## config.mk

```make
export PLATFORM = sky130hd
export DESIGN_NAME = spsl_ctrl
export DESIGN_NICKNAME = d
export VERILOG_FILES = /design/src/design/spsl_pkg.sv /design/src/design/spsl_ctrl.sv
export SDC_FILE = /design/constraint.sdc
export NUM_CORES = 1
export LEC_CHECK = 0
export ABC_AREA = 1
export BUFFER_PORTS_ARGS = -buffer_cell sky130_fd_sc_hd__buf_4
export CAP_MARGIN = 20
export CORE_MARGIN = 4
export CORE_UTILIZATION = 30
export DETAILED_ROUTE_END_ITERATION = 8
export GPL_ROUTABILITY_DRIVEN = 0
export SETUP_SLACK_MARGIN = 0.1
export SYNTH_ARGS = -nofsm -noshare
export SYNTH_HDL_FRONTEND = slang
export SYNTH_SLANG_ARGS = --single-unit
```

## constraint.sdc

```tcl
create_clock -name aclk -period 1.7 [get_ports aclk]
set_input_delay 0.51 -clock aclk [delete_from_list [all_inputs] [get_ports aclk]]
set_output_delay 0.51 -clock aclk [all_outputs]
set_load 0.01 [all_outputs]
```

## src/design/spsl_pkg.sv

```systemverilog
package spsl_pkg;

    localparam int TABLE_DEPTH = 256;
    localparam int ADDR_W      = $clog2(TABLE_DEPTH);
    localparam int CNT_W       = $clog2(TABLE_DEPTH + 1);
    localparam int KEY_W       = 64;

    localparam logic KIND_APPEND = 1'b0;
    localparam logic KIND_QUERY  = 1'b1;

    typedef enum logic [1:0] {
        ST_STORED  = 2'd0,
        ST_FULL    = 2'd1,
        ST_FOUND   = 2'd2,
        ST_MISSING = 2'd3
    } status_t;

    typedef enum logic [3:0] {
        OP_NONE,
        OP_TAKE,
        OP_APPEND,
        OP_SORT_START,
        OP_SORT_LOAD,
        OP_SORT_SHIFT,
        OP_SORT_PLACE,
        OP_SORT_PUT0,
        OP_SRCH_START,
        OP_PROBE_ISSUE,
        OP_PROBE_STEP,
        OP_LOAD_OUT
    } op_t;

    typedef struct packed {
        op_t     op;
        logic    set_status;
        status_t new_status;
    } cmd_t;

    typedef struct packed {
        logic is_query;
        logic full;
        logic sorted;
        logic small_table;
        logic w_gt_v;
        logic j_one;
        logic more_i;
        logic range_empty;
        logic hit;
        logic out_free;
    } stat_t;

endpackage

```

## src/design/spsl_ctrl.sv

```systemverilog
module spsl_ctrl
    import spsl_pkg::*;
(
    input  logic  aclk,
    input  logic  aresetn,
    input  logic  s_valid,
    output logic  s_ready,
    input  stat_t stat,
    output cmd_t  cmd
);

    typedef enum logic [8:0] {
        S_IDLE      = 9'b000000001,
        S_DISPATCH  = 9'b000000010,
        S_SORT_LOAD = 9'b000000100,
        S_SORT_CMP  = 9'b000001000,
        S_SORT_PUT0 = 9'b000010000,
        S_SRCH_INIT = 9'b000100000,
        S_SEARCH    = 9'b001000000,
        S_PROBE     = 9'b010000000,
        S_FINISH    = 9'b100000000
    } state_t;

    state_t state_reg, state_next;

    always_ff @(posedge aclk) begin
        if (!aresetn) begin
            state_reg <= S_IDLE;
        end else begin
            state_reg <= state_next;
        end
    end

    assign s_ready = (state_reg == S_IDLE);

    always_comb begin
        state_next     = state_reg;
        cmd.op         = OP_NONE;
        cmd.set_status = 1'b0;
        cmd.new_status = ST_STORED;
        unique case (state_reg)
            S_IDLE: begin
                if (s_valid) begin
                    cmd.op     = OP_TAKE;
                    state_next = S_DISPATCH;
                end
            end
            S_DISPATCH: begin
                if (!stat.is_query) begin
                    cmd.set_status = 1'b1;
                    if (stat.full) begin
                        cmd.new_status = ST_FULL;
                    end else begin
                        cmd.op         = OP_APPEND;
                        cmd.new_status = ST_STORED;
                    end
                    state_next = S_FINISH;
                end else if (stat.sorted || stat.small_table) begin
                    state_next = S_SRCH_INIT;
                end else begin
                    cmd.op     = OP_SORT_START;
                    state_next = S_SORT_LOAD;
                end
            end
            S_SORT_LOAD: begin
                cmd.op     = OP_SORT_LOAD;
                state_next = S_SORT_CMP;
            end
            S_SORT_CMP: begin
                if (stat.w_gt_v) begin
                    cmd.op     = OP_SORT_SHIFT;
                    state_next = stat.j_one ? S_SORT_PUT0 : S_SORT_CMP;
                end else begin
                    cmd.op     = OP_SORT_PLACE;
                    state_next = stat.more_i ? S_SORT_LOAD : S_SRCH_INIT;
                end
            end
            S_SORT_PUT0: begin
                cmd.op     = OP_SORT_PUT0;
                state_next = stat.more_i ? S_SORT_LOAD : S_SRCH_INIT;
            end
            S_SRCH_INIT: begin
                cmd.op     = OP_SRCH_START;
                state_next = S_SEARCH;
            end
            S_SEARCH: begin
                if (stat.range_empty) begin
                    cmd.set_status = 1'b1;
                    cmd.new_status = ST_MISSING;
                    state_next     = S_FINISH;
                end else begin
                    cmd.op     = OP_PROBE_ISSUE;
                    state_next = S_PROBE;
                end
            end
            S_PROBE: begin
                if (stat.hit) begin
                    cmd.set_status = 1'b1;
                    cmd.new_status = ST_FOUND;
                    state_next     = S_FINISH;
                end else begin
                    cmd.op     = OP_PROBE_STEP;
                    state_next = S_SEARCH;
                end
            end
            S_FINISH: begin
                if (stat.out_free) begin
                    cmd.op     = OP_LOAD_OUT;
                    state_next = S_IDLE;
                end
            end
            default: begin
                state_next = S_IDLE;
            end
        endcase
    end

endmodule

```

Word level (Yosys, flattened, before mapping). Index checks and enable logic that the tools add are counted.

Equality and inequality tests: 11. Multiplexer cells: 24. Reductions and logical operators: 2.

Operator list (number): case mux 9 bit (9 select lines) (1); two-way mux 9 bit (5); case mux 4 bit (9 select lines) (1); two-way mux 6 bit (3); two-way mux 4 bit (4); equality test 9 x 1 -> 1 bit (second input constant) (1); equality test 9 x 2 -> 1 bit (second input constant) (1); equality test 9 x 3 -> 1 bit (second input constant) (1); equality test 9 x 4 -> 1 bit (second input constant) (1); equality test 9 x 5 -> 1 bit (second input constant) (1); equality test 9 x 6 -> 1 bit (second input constant) (1); equality test 9 x 7 -> 1 bit (second input constant) (1); equality test 9 x 8 -> 1 bit (second input constant) (1); equality test 9 bit (second input constant) (1); two-way mux 3 bit (3); case mux 3 bit (3 select lines) (1); two-way mux 2 bit (3); two-way mux 5 bit (1); inequality test 2 bit (second input constant) (2); two-way mux 1 bit (2); AND reduction 2 bit (1); logical OR 1 bit (1).

Flip-flop bits (word level): 9. Bits of input ports: 13. Output and inout port bits: 8. Word-level logic and storage cells: 38.

Longest topological paths before layout.
Word-level depth: 4. Depth in mapped cells: 9. Mapped depth without buffers: 9.

Worst setup path after synthesis. No wires, ideal clock.

Kind: register -> output. Start point: reg state_reg[6]. End point: out cmd[3] in the netlist's numbering. Arrival: 1081 ps. Required time: 1190 ps. Setup slack: 109 ps. Cell stages (with the launch flop): 6. Path buffers: 0. Path through: dfxtp_1 -> nor2_4 -> nand3_4 -> nor2_1 -> nand2_1 -> nand4_1.

RTL lines: start: declaration (RTL line spsl_ctrl.sv:24) `state_t state_reg, state_next;`; start signal: assignment (RTL line spsl_ctrl.sv:30) `state_reg <= state_next;`; end: declaration (RTL line spsl_ctrl.sv:9) `output cmd_t cmd`.

==> results.yml <==
worst_setup_path:
  critPathMaxFanout: 4
  startpoint_type: "register"
  cp_num_buf_inv: 3
  cp_cell_sequence: "nor2_4 -> nand3_4 -> buf_12 -> o21ai_4 -> inv_1 -> nand4_1 -> buf_4"
  max_stage_delay_ns: 0.35
  crit_family: "simple AND/OR/NAND/NOR gates"
  worstSetupEndpointType: "output port"
  path_class: "register to output port"
  critPathArrivalTime_ns: 1.48
  cp.required_ns: 1.19
  slowest_stage: "dfxtp_2"
sta:
  fin_crit_ns: 1.995
  rsz0062_at_grt: "yes"
  setup_tns_ns: -1.921
  fin_worst_skew_ns: 0.007835
  finalSetupViolCount: 8
  slew_violations: 0
  fmax_ghz: 0.5013
  final_hold_viol_count: 0
  period_share: 1.173
  fin_ws_ns: -0.2949
  tightest_slew_ns: 0.2900
  hold_ws_ns: 0.4218
  relSlewSlack: 0.8065
routing:
  drt-initial-drc-count: 20
  num_vias: 809
  wl_per_cell_um: 11.68
  firstDrtPassIters: 4
  via_per_inst: 4.731
  ant_nets: 0
  routed_wl_mm: 1.998
  drcViolationCount: 0
yosys:
  syn-cell-area_sq_um: 698.2
  synth_cell_type_count: 19
  ys_seq_area_frac: 0.2581
  synth.most_common_cell: "nor2_1"
  yosysTopAreaCell: "dfxtp_1"
  synth_area_leaders: "dfxtp_1 26%, nor2_1 12%, nand2_1 12%, nor2_4 9.7%, inv_1 9.1%"
  synthFlopType: "dfxtp_1"
  synth_commonest_cells: "23 x nor2_1, 22 x nand2_1, 17 x inv_1"
  synth_edf_count: 0
  ys_ff_latch: 9
  syn-num-nets: 122
  ys_warn_count: 0
  synthCells: 109
  syn_area_per_cell_sq_um: 6.405
  async_flop_share: 0
  synthDominantCellAreaShare: 0.2581
clock_tree:
  cts_tree: "built"
  clock_tree.root_cell: "clkbuf_4"
  ctsHoldBuffers: 0
  path_clk_slew_ns: 0.07
  cts_sinks: 9
  clock_latency_ns: 0.28
  htreeDepth: 1
  cts_buffer_depth: 2
  cts_made_buffers: 3
outcome:
  violations: "setup timing"
  outcome: "finished, violations left"
floorplan:
  ioPinCount: 21
  die-area_sq_um: 3163
  rows: 17
  start_util: 0.3156
  core_area_sq_um: 2212
  die_h_um: 56.24
  fp.dieW_um: 56.24
global_routing:
  grt_pass1_wl_mm: 3.174
  grt_use_total: 0.1258
  grt_max_degree: 9
  grt-ovfl-total: 0
  antenna_found_initial: 0
  grt_pass1_vias: 764
min_path:
  min_path_type: "input port to register"
power:
  power.leakage_nw: 0.5222
  power_density_nw_per_um2: 543.1
  vdd_ir_drop_max_mv: 0.2507
finish:
  largest_register_ffs: 9
  drive_gt1_frac: 0.4406
  diodes: 0
  synthToLayoutAreaGrowth_pct: 50.54
  nNetsFinal: 157
job:
  max_cap_viol_count: 0
place:
  hpwl_mm: 1.491
  portBuffers: 20
-- final timing paths --
kind | start | to | slack, ns | depth (start not counted)
worst max register to register | state_reg[4] | state_reg[0] | 0.32 | 8
worst max-delay path | state_reg[1] | cmd[4] | -0.29 | 7
worst min register to register | state_reg[8] | state_reg[0] | 0.65 | 3
worst min-delay path | aresetn | state_reg[0] | 0.42 | 2
-- per-layer routing --
metal / part of all wire / wire length (um) / track usage
met1: 0.43 / 864 / 0.1488
met2: 0.50 / 995 / 0.2170
met3: 0.046 / 91 / 0.01392
met4: 0.024 / 48 / 0.07119
met5: 0 / 0 / 0
-- cell families after synthesis --
group | count (synthesis) | synth area share
and+or+nand+nor | 72 | 0.5609
buffers and inverters | 18 | 0.09677
AOI/OAI and AO/OA | 10 | 0.08423
DFF | 9 | 0.2581
-- placed cells by master (no fill, tap or decap) --
cell	Yosys	layout
a21oi_2	0	1
buf_6	0	1
or2_2	1	1
nor3_2	0	1
inv_4	0	1
nand2_1	22	22
inv_1	17	17
nor2_4	6	8
nand2_2	1	1
clkbuf_1	0	1
dfxtp_2	0	9
clkbuf_4	0	3
nor2_1	23	19
buf_4	0	28
buf_12	0	1
nor2_2	0	2
o31ai_1	1	1
o21ai_4	0	1
nand4_1	3	3
nand3b_1	1	1
o21a_1	1	1
a21oi_1	7	6
nand3_4	2	2
nor4_1	1	1
nand3_2	3	3
nand3_1	8	8
-- cell type report --
class                   count  area [sq um]
clock buffers               4         26.28
fillers                   240          1161
inverters                  18         70.07
multi-input cells          82         486.7
flip-flops and latches      9         191.4
well taps                  28         35.03
repair buffers             30         241.5
-- where the power goes --
group	switching, mW	leakage [nW]	total, mW	internal (mW)
clock network	0.0917	0.0150	0.183	0.0911
logic	0.0837	0.431	0.164	0.0800
registers	0.00660	0.0767	0.224	0.218
total	0.182	0.522	0.571	0.389
-- worst reg2reg max path: cells and delay by family, from the launching register on --
family,cells,cell delay (ns)
and+or+nand+nor,5,0.52
AOI/OAI and AO/OA,1,0.12
buffers and inverters,2,0.29
DFF,1,0.34
-- metrics by stage --
step | instance area (sq um) | cells | total power, mW | worst slack (ns) | util
after floorplan | 698.2 | 109 | 0.3003 | 0.1092 | -
after global placement | 905.9 | 160 | 0.3546 | -0.03922 | 0.4095
after detailed placement | 905.9 | 160 | 0.3578 | -0.02693 | 0.4095
after CTS | 984.7 | 167 | 0.5360 | -0.2689 | 0.4451
after global routing | 1051 | 171 | 0.5983 | -0.3881 | 0.4751
final | 1051 | 171 | 0.5709 | -0.2949 | 0.4751
-- what timing repair did --
item,4_1_cts,5_1_grt
buffers inserted,3,4
resized for setup,15,5
endpoints found under the setup margin,8,8
pin swaps,3,5
(Power assumes the default switching activity.)
